--- src/hw/rtl/wsg_pkg.sv ---
// Shared types and constants of the wavetable sound generator.
`timescale 1ns / 1ps
package wsg_pkg;

  localparam int unsigned NumCh  = 6;
  localparam int unsigned WaveLen = 32;

  // Register offsets of a write transaction.
  localparam logic [3:0] RegSelect   = 4'd0;
  localparam logic [3:0] RegGlobBal  = 4'd1;
  localparam logic [3:0] RegPerLo    = 4'd2;
  localparam logic [3:0] RegPerHi    = 4'd3;
  localparam logic [3:0] RegCtrl     = 4'd4;
  localparam logic [3:0] RegChBal    = 4'd5;
  localparam logic [3:0] RegWave     = 4'd6;
  localparam logic [3:0] RegNoise    = 4'd7;
  localparam logic [3:0] RegLfoFreq  = 4'd8;
  localparam logic [3:0] RegLfoCtrl  = 4'd9;

  // Commands from the controller to the datapath.
  typedef struct packed {
    logic       do_write;   // apply the held register write
    logic       clr_acc;    // clear both mix accumulators
    logic       ch_load;    // fetch channel ch and start its division
    logic       div_step;   // one restoring division step
    logic       ch_done;    // fold the channel into the mix and its phase
    logic [2:0] ch;         // channel under work
  } wsg_cmd_t;

  // Status from the datapath to the controller.
  typedef struct packed {
    logic       ch_active;  // channel ch is mixed on this tick
    logic       div_last;   // final division step is under way
  } wsg_sts_t;

endpackage

--- src/hw/rtl/wsg_datapath.sv ---
// Register file, wave memory, serial divider and mixer of the sound generator.
`timescale 1ns / 1ps
module wsg_datapath
  import wsg_pkg::*;
#(
  parameter int unsigned RateNumerator = 335625
) (
  input  logic           clk_i,
  input  logic           rst_ni,
  input  logic [3:0]     reg_offset_i,
  input  logic [7:0]     write_data_i,
  input  wsg_cmd_t       cmd_i,
  output wsg_sts_t       sts_o,
  output logic [14:0]    left_o,
  output logic [14:0]    right_o
);

  localparam int unsigned DivW = 20;

  logic [2:0]  sel_q;
  logic [7:0]  gbal_q, noise_q, lfof_q, lfoc_q;
  logic [11:0] per_q  [NumCh];
  logic [7:0]  ctrl_q [NumCh];
  logic [7:0]  bal_q  [NumCh];
  logic [4:0]  widx_q [NumCh];
  logic [16:0] phase_q[NumCh];
  logic [4:0]  wmem   [NumCh*WaveLen];
  logic [NumCh*WaveLen-1:0] wvalid_q;

  logic [DivW-1:0] rem_q, quo_q;
  logic [4:0]      dcnt_q;
  logic [4:0]      wave_q;
  logic [15:0]     lacc_q, racc_q;

  logic [2:0] ch;
  logic       sel_ok;
  logic [7:0] wave_addr_w;
  logic [7:0] rd_addr;
  logic [4:0] wave_rd_q;
  logic       wave_vld_q;

  assign ch     = cmd_i.ch;
  assign sel_ok = (sel_q < 3'(NumCh));
  assign wave_addr_w = 8'(sel_q) * 8'(WaveLen) + 8'(widx_q[sel_q]);
  assign rd_addr = 8'(ch) * 8'(WaveLen) + 8'(phase_q[ch][16:12]);

  // Channel is mixed when its mode is 10 and it is not held off by LFO or noise.
  always_comb begin
    sts_o.ch_active = (ctrl_q[ch][7:6] == 2'b10) &&
                      !((lfoc_q[1:0] != 2'b00) && (ch < 3'd2)) &&
                      !(noise_q[7] && (ch >= 3'd4));
    sts_o.div_last  = (dcnt_q == 5'd0);
  end

  // Wave memory: write on a wave register transaction, registered read on channel load.
  always_ff @(posedge clk_i) begin
    if (cmd_i.do_write && reg_offset_i == RegWave && sel_ok) begin
      wmem[wave_addr_w] <= write_data_i[4:0];
    end
    if (cmd_i.ch_load) begin
      wave_rd_q <= wmem[rd_addr];
    end
  end

  // Valid bits make unwritten wave entries read as zero.
  always_ff @(posedge clk_i or negedge rst_ni) begin
    if (!rst_ni) begin
      wvalid_q   <= '0;
      wave_vld_q <= 1'b0;
    end else begin
      if (cmd_i.do_write && reg_offset_i == RegWave && sel_ok) begin
        wvalid_q[wave_addr_w] <= 1'b1;
      end
      if (cmd_i.ch_load) begin
        wave_vld_q <= wvalid_q[rd_addr];
      end
    end
  end

  // Register file, phases, divider and accumulators.
  always_ff @(posedge clk_i or negedge rst_ni) begin
    if (!rst_ni) begin
      sel_q <= '0; gbal_q <= '0; noise_q <= '0; lfof_q <= '0; lfoc_q <= '0;
      for (int i = 0; i < NumCh; i++) begin
        per_q[i] <= '0; ctrl_q[i] <= '0; bal_q[i] <= '0;
        widx_q[i] <= '0; phase_q[i] <= '0;
      end
      rem_q <= '0; quo_q <= '0; dcnt_q <= '0; wave_q <= '0;
      lacc_q <= '0; racc_q <= '0;
    end else begin
      if (cmd_i.do_write) begin
        case (reg_offset_i)
          RegSelect:  sel_q  <= write_data_i[2:0];
          RegGlobBal: gbal_q <= write_data_i;
          RegNoise:   noise_q <= write_data_i;
          RegLfoFreq: lfof_q <= write_data_i;
          RegLfoCtrl: lfoc_q <= write_data_i;
          RegPerLo:   if (sel_ok) per_q[sel_q][7:0] <= write_data_i;
          RegPerHi:   if (sel_ok) per_q[sel_q][11:8] <= write_data_i[3:0];
          RegCtrl: begin
            if (sel_ok) begin
              ctrl_q[sel_q] <= write_data_i;
              if (write_data_i[7:6] == 2'b01) widx_q[sel_q] <= '0;
            end
          end
          RegChBal:   if (sel_ok) bal_q[sel_q] <= write_data_i;
          RegWave:    if (sel_ok) widx_q[sel_q] <= widx_q[sel_q] + 5'd1;
          default: ;
        endcase
      end
      if (cmd_i.clr_acc) begin
        lacc_q <= '0;
        racc_q <= '0;
      end
      // Start of a restoring division of the rate by the period.
      if (cmd_i.ch_load) begin
        rem_q  <= '0;
        quo_q  <= DivW'(RateNumerator);
        dcnt_q <= 5'(DivW - 1);
      end
      if (cmd_i.div_step) begin
        logic [DivW:0] trial;
        trial = {rem_q, quo_q[DivW-1]} - (DivW+1)'(per_q[ch]);
        if (!trial[DivW]) begin
          rem_q <= trial[DivW-1:0];
          quo_q <= {quo_q[DivW-2:0], 1'b1};
        end else begin
          rem_q <= {rem_q[DivW-2:0], quo_q[DivW-1]};
          quo_q <= {quo_q[DivW-2:0], 1'b0};
        end
        dcnt_q <= dcnt_q - 5'd1;
        wave_q <= wave_vld_q ? wave_rd_q : 5'd0;
      end
      if (cmd_i.ch_done) begin
        // Balance sums reach 61, so they need six bits and the product eleven.
        logic [5:0] lb, rb;
        lb = 6'(gbal_q[7:4]) + 6'(bal_q[ch][7:4]) + 6'(ctrl_q[ch][4:0]);
        rb = 6'(gbal_q[3:0]) + 6'(bal_q[ch][3:0]) + 6'(ctrl_q[ch][4:0]);
        lacc_q <= lacc_q + 16'(11'(wave_q) * 11'(lb));
        racc_q <= racc_q + 16'(11'(wave_q) * 11'(rb));
        if (per_q[ch] != '0) phase_q[ch] <= phase_q[ch] + quo_q[16:0];
      end
    end
  end

  assign left_o  = lacc_q[14:0];
  assign right_o = racc_q[14:0];

  logic unused;
  assign unused = ^{lfof_q, lacc_q[15], racc_q[15], quo_q[DivW-1:17]};

endmodule

--- src/hw/rtl/wsg_ctrl.sv ---
// Sequencer that walks the channels of a tick through the divider.
`timescale 1ns / 1ps
module wsg_ctrl
  import wsg_pkg::*;
(
  input  logic     clk_i,
  input  logic     rst_ni,
  input  logic     in_valid_i,
  output logic     in_ready_o,
  input  logic     func_i,
  output logic     out_valid_o,
  input  logic     out_ready_i,
  input  wsg_sts_t sts_i,
  output wsg_cmd_t cmd_o
);

  typedef enum logic [2:0] {Idle, Check, Divide, Fold, Emit} state_e;

  state_e     state_q;
  logic [2:0] ch_q;
  logic       accept;

  assign in_ready_o = (state_q == Idle) && !out_valid_o;
  assign accept = in_valid_i && in_ready_o;

  always_comb begin
    cmd_o          = '0;
    cmd_o.ch       = ch_q;
    cmd_o.do_write = accept && !func_i;
    cmd_o.clr_acc  = accept && func_i;
    cmd_o.ch_load  = (state_q == Check) && sts_i.ch_active;
    cmd_o.div_step = (state_q == Divide);
    cmd_o.ch_done  = (state_q == Fold);
  end

  // State and the registered output valid.
  always_ff @(posedge clk_i or negedge rst_ni) begin
    if (!rst_ni) begin
      state_q <= Idle; ch_q <= '0; out_valid_o <= 1'b0;
    end else begin
      if (out_valid_o && out_ready_i) out_valid_o <= 1'b0;
      case (state_q)
        Idle: if (accept && func_i) begin
          state_q <= Check; ch_q <= '0;
        end
        Check: begin
          if (sts_i.ch_active) state_q <= Divide;
          else if (ch_q == 3'(NumCh - 1)) state_q <= Emit;
          else ch_q <= ch_q + 3'd1;
        end
        Divide: if (sts_i.div_last) state_q <= Fold;
        Fold: begin
          if (ch_q == 3'(NumCh - 1)) state_q <= Emit;
          else begin
            ch_q <= ch_q + 3'd1; state_q <= Check;
          end
        end
        Emit: begin
          out_valid_o <= 1'b1; state_q <= Idle;
        end
        default: state_q <= Idle;
      endcase
    end
  end

endmodule

--- src/hw/rtl/wavetable_sound_generator.sv ---
// Top level of the six-channel wavetable sound generator.
//   channel  direction  payload
//   s_axis   in         tdata: reg_offset, write_data; tuser: func
//   m_axis   out        tdata: left_sample, right_sample
// A register write is applied when it is accepted. A tick is accepted, then each
// channel is checked; each mixed channel also runs the bit-serial divider (one
// quotient bit a cycle) and a fold step, and the tick ends in an emit step.
// Reset clears all state but the wave memory and its read register asynchronously;
// wave entries never written read as zero through per-entry valid bits. The next
// transaction is taken only after the previous sample has been delivered.
`timescale 1ns / 1ps
module wavetable_sound_generator
  import wsg_pkg::*;
#(
  parameter int unsigned RATE_NUMERATOR = 335625
) (
  input  logic        clk_i,
  input  logic        rst_ni,
  input  logic        s_axis_tvalid,
  output logic        s_axis_tready,
  input  logic [15:0] s_axis_tdata,  // [3:0] reg_offset, [11:4] write_data
  input  logic        s_axis_tuser,  // [0] func
  output logic        m_axis_tvalid,
  input  logic        m_axis_tready,
  output logic [31:0] m_axis_tdata   // [14:0] left_sample, [29:15] right_sample
);

  wsg_cmd_t    cmd;
  wsg_sts_t    sts;
  logic [14:0] left, right;

  wsg_ctrl u_ctrl (
    .clk_i, .rst_ni,
    .in_valid_i (s_axis_tvalid), .in_ready_o (s_axis_tready),
    .func_i (s_axis_tuser),
    .out_valid_o (m_axis_tvalid), .out_ready_i (m_axis_tready),
    .sts_i (sts), .cmd_o (cmd)
  );

  wsg_datapath #(.RateNumerator(RATE_NUMERATOR)) u_dp (
    .clk_i, .rst_ni,
    .reg_offset_i (s_axis_tdata[3:0]), .write_data_i (s_axis_tdata[11:4]),
    .cmd_i (cmd), .sts_o (sts), .left_o (left), .right_o (right)
  );

  assign m_axis_tdata = {2'b00, right, left};

  logic unused;
  assign unused = ^s_axis_tdata[15:12];

  // No input is taken while a sample waits.
  a_no_accept_pending: assert property (@(posedge clk_i) disable iff (!rst_ni)
    m_axis_tvalid |-> !s_axis_tready) else $error("accept while output pending");
  // Only one datapath command phase at a time.
  a_cmd_exclusive: assert property (@(posedge clk_i) disable iff (!rst_ni)
    $onehot0({cmd.do_write, cmd.ch_load, cmd.div_step, cmd.ch_done}))
    else $error("overlapping commands");
  // A write applies no channel work.
  a_write_idle: assert property (@(posedge clk_i) disable iff (!rst_ni)
    cmd.do_write |-> s_axis_tready) else $error("write outside idle");

endmodule

--- config.mk ---
export PLATFORM = sky130hd
export DESIGN_NAME = wavetable_sound_generator
export DESIGN_NICKNAME = d
export VERILOG_FILES = /design/src/hw/rtl/wsg_pkg.sv /design/src/hw/rtl/wsg_datapath.sv /design/src/hw/rtl/wsg_ctrl.sv /design/src/hw/rtl/wavetable_sound_generator.sv
export SDC_FILE = /design/constraint.sdc
export NUM_CORES = 2
export LEC_CHECK = 0
export ABC_CLOCK_PERIOD_IN_PS = 8900
export BUFFER_PORTS_ARGS = -buffer_cell sky130_fd_sc_hd__buf_2
export CORE_MARGIN = 2
export CORE_UTILIZATION = 55
export CTS_CLUSTER_SIZE = 40
export DETAILED_ROUTE_END_ITERATION = 8
export GPL_TIMING_DRIVEN = 0
export PLACE_DENSITY = 0.8
export SLEW_MARGIN = 20
export SYNTH_ARGS = -nofsm -noshare
export SYNTH_HDL_FRONTEND = slang
export SYNTH_SLANG_ARGS = --single-unit
--- constraint.sdc ---
create_clock -name clk_i -period 8.9 [get_ports clk_i]
set_input_delay 2.67 -clock clk_i [delete_from_list [all_inputs] [get_ports clk_i]]
set_output_delay 2.67 -clock clk_i [all_outputs]
set_load 0.03 [all_outputs]
==> summary.md <==
| Metric | Value |
|---|---|
| Status | `finished clean` |
| Largest net degree at the start of global routing | `around 110` |
| CP arrival | `between 9 and 10 ns` |
| RSZ-0062 raised after global routing | `no` |
| Maximum capacitance violations | `0` |
| Die X-Extent | `355 um` |
| Most frequent cell after synthesis | `edfxtp_1` |
| Max H-tree Level | `4` |
| Crit-path max FO | `10` |
| CTS max path bufs | `3` |
| Final min period | `8.33 ns` |
| Synth Area per Inst | `13.4 um^2` |
| Pins Over Slew Limit | `0` |
| Synth area leaders | `edfxtp_1 (43%), dfrtp_1 (22%), mux2_2 (4.8%)` |
| Post-synth EDFFs | `965` |
| Worst-margin pin slew | `approximately 1.3 ns` |
| Layout cells sized above 1 | `19.8%` |
| VDD IR-drop max | `between 300 and 400 uV` |
| Core box area | `about 120000 um^2` |
| Layout Cell Area excl Fill | `75900 um^2` |
| Highest-delay cell along the critical path | `and3b_1` |
| # clock sinks | `1553` |
| Row cnt | `128` |
| FFs w/ async S/R, synth | `37.9%` |
| IO Pins | `55` |
| DIE HEIGHT | `355 um` |
| Global Route Usage Sum | `34.0%` |
| Skew final | `0.0544 ns` |
| Placed inst area | `about 71000 um^2` |
| Max-slew headroom | `10.3%` |
| Wire per inst | `30.4 um` |
| Clock Tree Root | `clkbuf_16` |
| Seq/Total Area, Yosys | `between 60% and 70%` |
| Fin crit share | `93.7%` |
| PortBufs | `48` |
| Setup Viol. Count Final | `0` |
| Synth top area share | `42.7%` |
| CTS Buf Count | `155` |
| Area delta synth->final | `11.8%` |
| Starting Density | `55.5%` |
| Via Count | `46700` |
| Detailed Place HPWL | `143 mm` |
| CP max stage delay | `0.78 ns` |
| Vias in the first global route | `around 45000` |
| Clock-pin slew on the worst setup and hold paths | `0.06 ns` |
| Startpoint types | `flip-flop` |
| Final antenna-violating net count | `0` |
| Nets | `approximately 5400` |
| Remaining global-route overflow | `0` |
| Setup crit end kind | `flip-flop` |
| TritonCTS clock tree | `yes` |
| Worst path required time | `between 9 and 10 ns` |
| Gp weighted congestion | `1.03` |
| Synth Warn # | `0` |
| Crit Path Category | `flip-flop to flip-flop` |
| Mapped Area | `between 60000 and 70000 um^2` |
| HP Class | `flip-flop to flip-flop` |
| Final Hold Vio Count | `0` |
| Core Util, Final | `62.1%` |
| Crit-path most repeated cell | `a21oi_1` |
| Clock latency on the worst-skew pair | `0.85 ns` |
| Post-synthesis register bit count | `1553` |
| PD cells | `about 270 nW/um^2` |
| DRT Pass-1 Iters | `9` |
| Pleak | `about 30 nW` |
| F_max | `roughly 120 MHz` |
| Drt via density | `6.63` |
| CP top delay family | `adder cells` |
| Setup bufs post-CTS | `0` |
| DRC viols | `0` |
| Most used DFF post-synth | `edfxtp_1` |
| Setup TNS Final | `0 ns` |
| Die area | `126000 um^2` |
| First-pass GRT wire length | `309 mm` |
| Distinct cells, synth | `76` |
| Slack of the critical path | `0.565 ns` |
| WL final | `214 mm` |
| Initial DRC Count | `approximately 7600` |
| Worst slack at placement | `-0.160 ns` |
| Initial antenna violation count | `6` |
| Synth top cells by count | `edfxtp_1 (965), nand2_1 (758), dfrtp_1 (588)` |
| Leading area contributor after synthesis | `edfxtp_1` |
| WP buf/inv | `6` |
| Gate Count Post-Synth | `5062` |
## power breakdown
part	total (mW)	switching, mW	internal (mW)	leakage [nW]
Clock	6.75	2.91	3.84	2.56
Combinational	5.39	3.73	1.65	11.1
Sequential	8.07	0.180	7.90	16.8
## kinds of logic after synthesis
| logic type | Yosys count | share of synthesized area (%) |
|---|---|---|
| simple gates | 1704 | 11.5 |
| flops | 1553 | 64.4 |
| compound gates | 643 | 6.50 |
| mux | 567 | 11.3 |
| buf+inv | 394 | 2.44 |
| fa+ha+maj | 144 | 3.19 |
| xor+xnor | 56 | 0.723 |
| other cells | 1 | 0.00552 |
## metal layers
metal,track usage (%),vias to the layer above,wire length [um]
met5,0.340,-,74
met4,21.7,4,16100
met3,11.0,817,28600
met2,50.2,3585,93900
met1,43.6,23300,75800
li1,-,19000,-
## area by class of cell
class | count | area, um^2
buffer | 287 | 1310
antenna | 11 | 27.5
clock inverter | 68 | 739
tap | 1625 | 2030
sequential | 1553 | 43700
timing repair buffer | 64 | 696
multi-input combinational | 3116 | 22500
fill | 8687 | 46300
clock buffer | 221 | 4460
inverter | 103 | 387
## state kept, by name, indices dropped and copies added (netlist names), 2 cells and up
name            flops
u_dp.lacc_q        15
u_dp.dcnt_q         5
u_dp.widx_q        30
u_dp.lfoc_q         2
u_ctrl.state_q      3
u_dp.quo_q         20
u_dp.ctrl_q        42
u_ctrl.ch_q         3
u_dp.gbal_q         8
u_dp.sel_q          3
u_dp.wave_q         5
u_dp.phase_q      102
u_dp.wvalid_q     192
u_dp.wmem         960
u_dp.rem_q         20
u_dp.racc_q        15
u_dp.bal_q         48
u_dp.per_q         72
u_dp.wave_rd_q      5
## path summary, 6_finish.rpt
check,from,to,slack (ns),cells after the start
min in group asynchronous,rst_ni,u_dp.phase_q[90],1.83,1
setup / recovery,u_ctrl.ch_q[0],u_dp.lacc_q[14],0.57,30
setup reg to reg,u_ctrl.ch_q[0],u_dp.lacc_q[14],0.57,30
hold reg to reg,u_dp.wvalid_q[12],u_dp.wvalid_q[12],0.46,1
hold / removal,u_dp.wvalid_q[12],u_dp.wvalid_q[12],0.46,1
max in group asynchronous,rst_ni,u_dp.wvalid_q[86],5.31,4
## cells in the final DEF (no fill, tap or decap), types with 105 or more instances in the layout
cell and instances:
a21oi_1 120, a22oi_1 105, buf_2 121, clkbuf_1 170, clkbuf_16 161, dfrtp_1 588, edfxtp_1 965, mux2_2 291
mux2i_1 148, mux4_2 128, nand2_1 758, nand3_1 230, nor2_1 263, o21ai_0 119, or2_2 195
## what timing repair did
| action | in CTS | in global routing |
|---|---|---|
| gates resized for setup | 1 | 18 |
| pin swaps | 0 | 0 |
| hold buffers | 0 | 0 |
| cloned | 0 | 0 |
| endpoints found under the setup margin | 7 | 12 |
## metrics by stage
stage	total power [mW]	hold slack, ns	cells
floorplan	11.3	0.434	5063
finish	20.2	0.461	7048
global route	20.7	0.466	7038
global placement	13.2	0.443	6736
CTS	20.0	0.461	7040
detailed placement	13.3	0.447	6751
(Power assumes the default switching activity.)
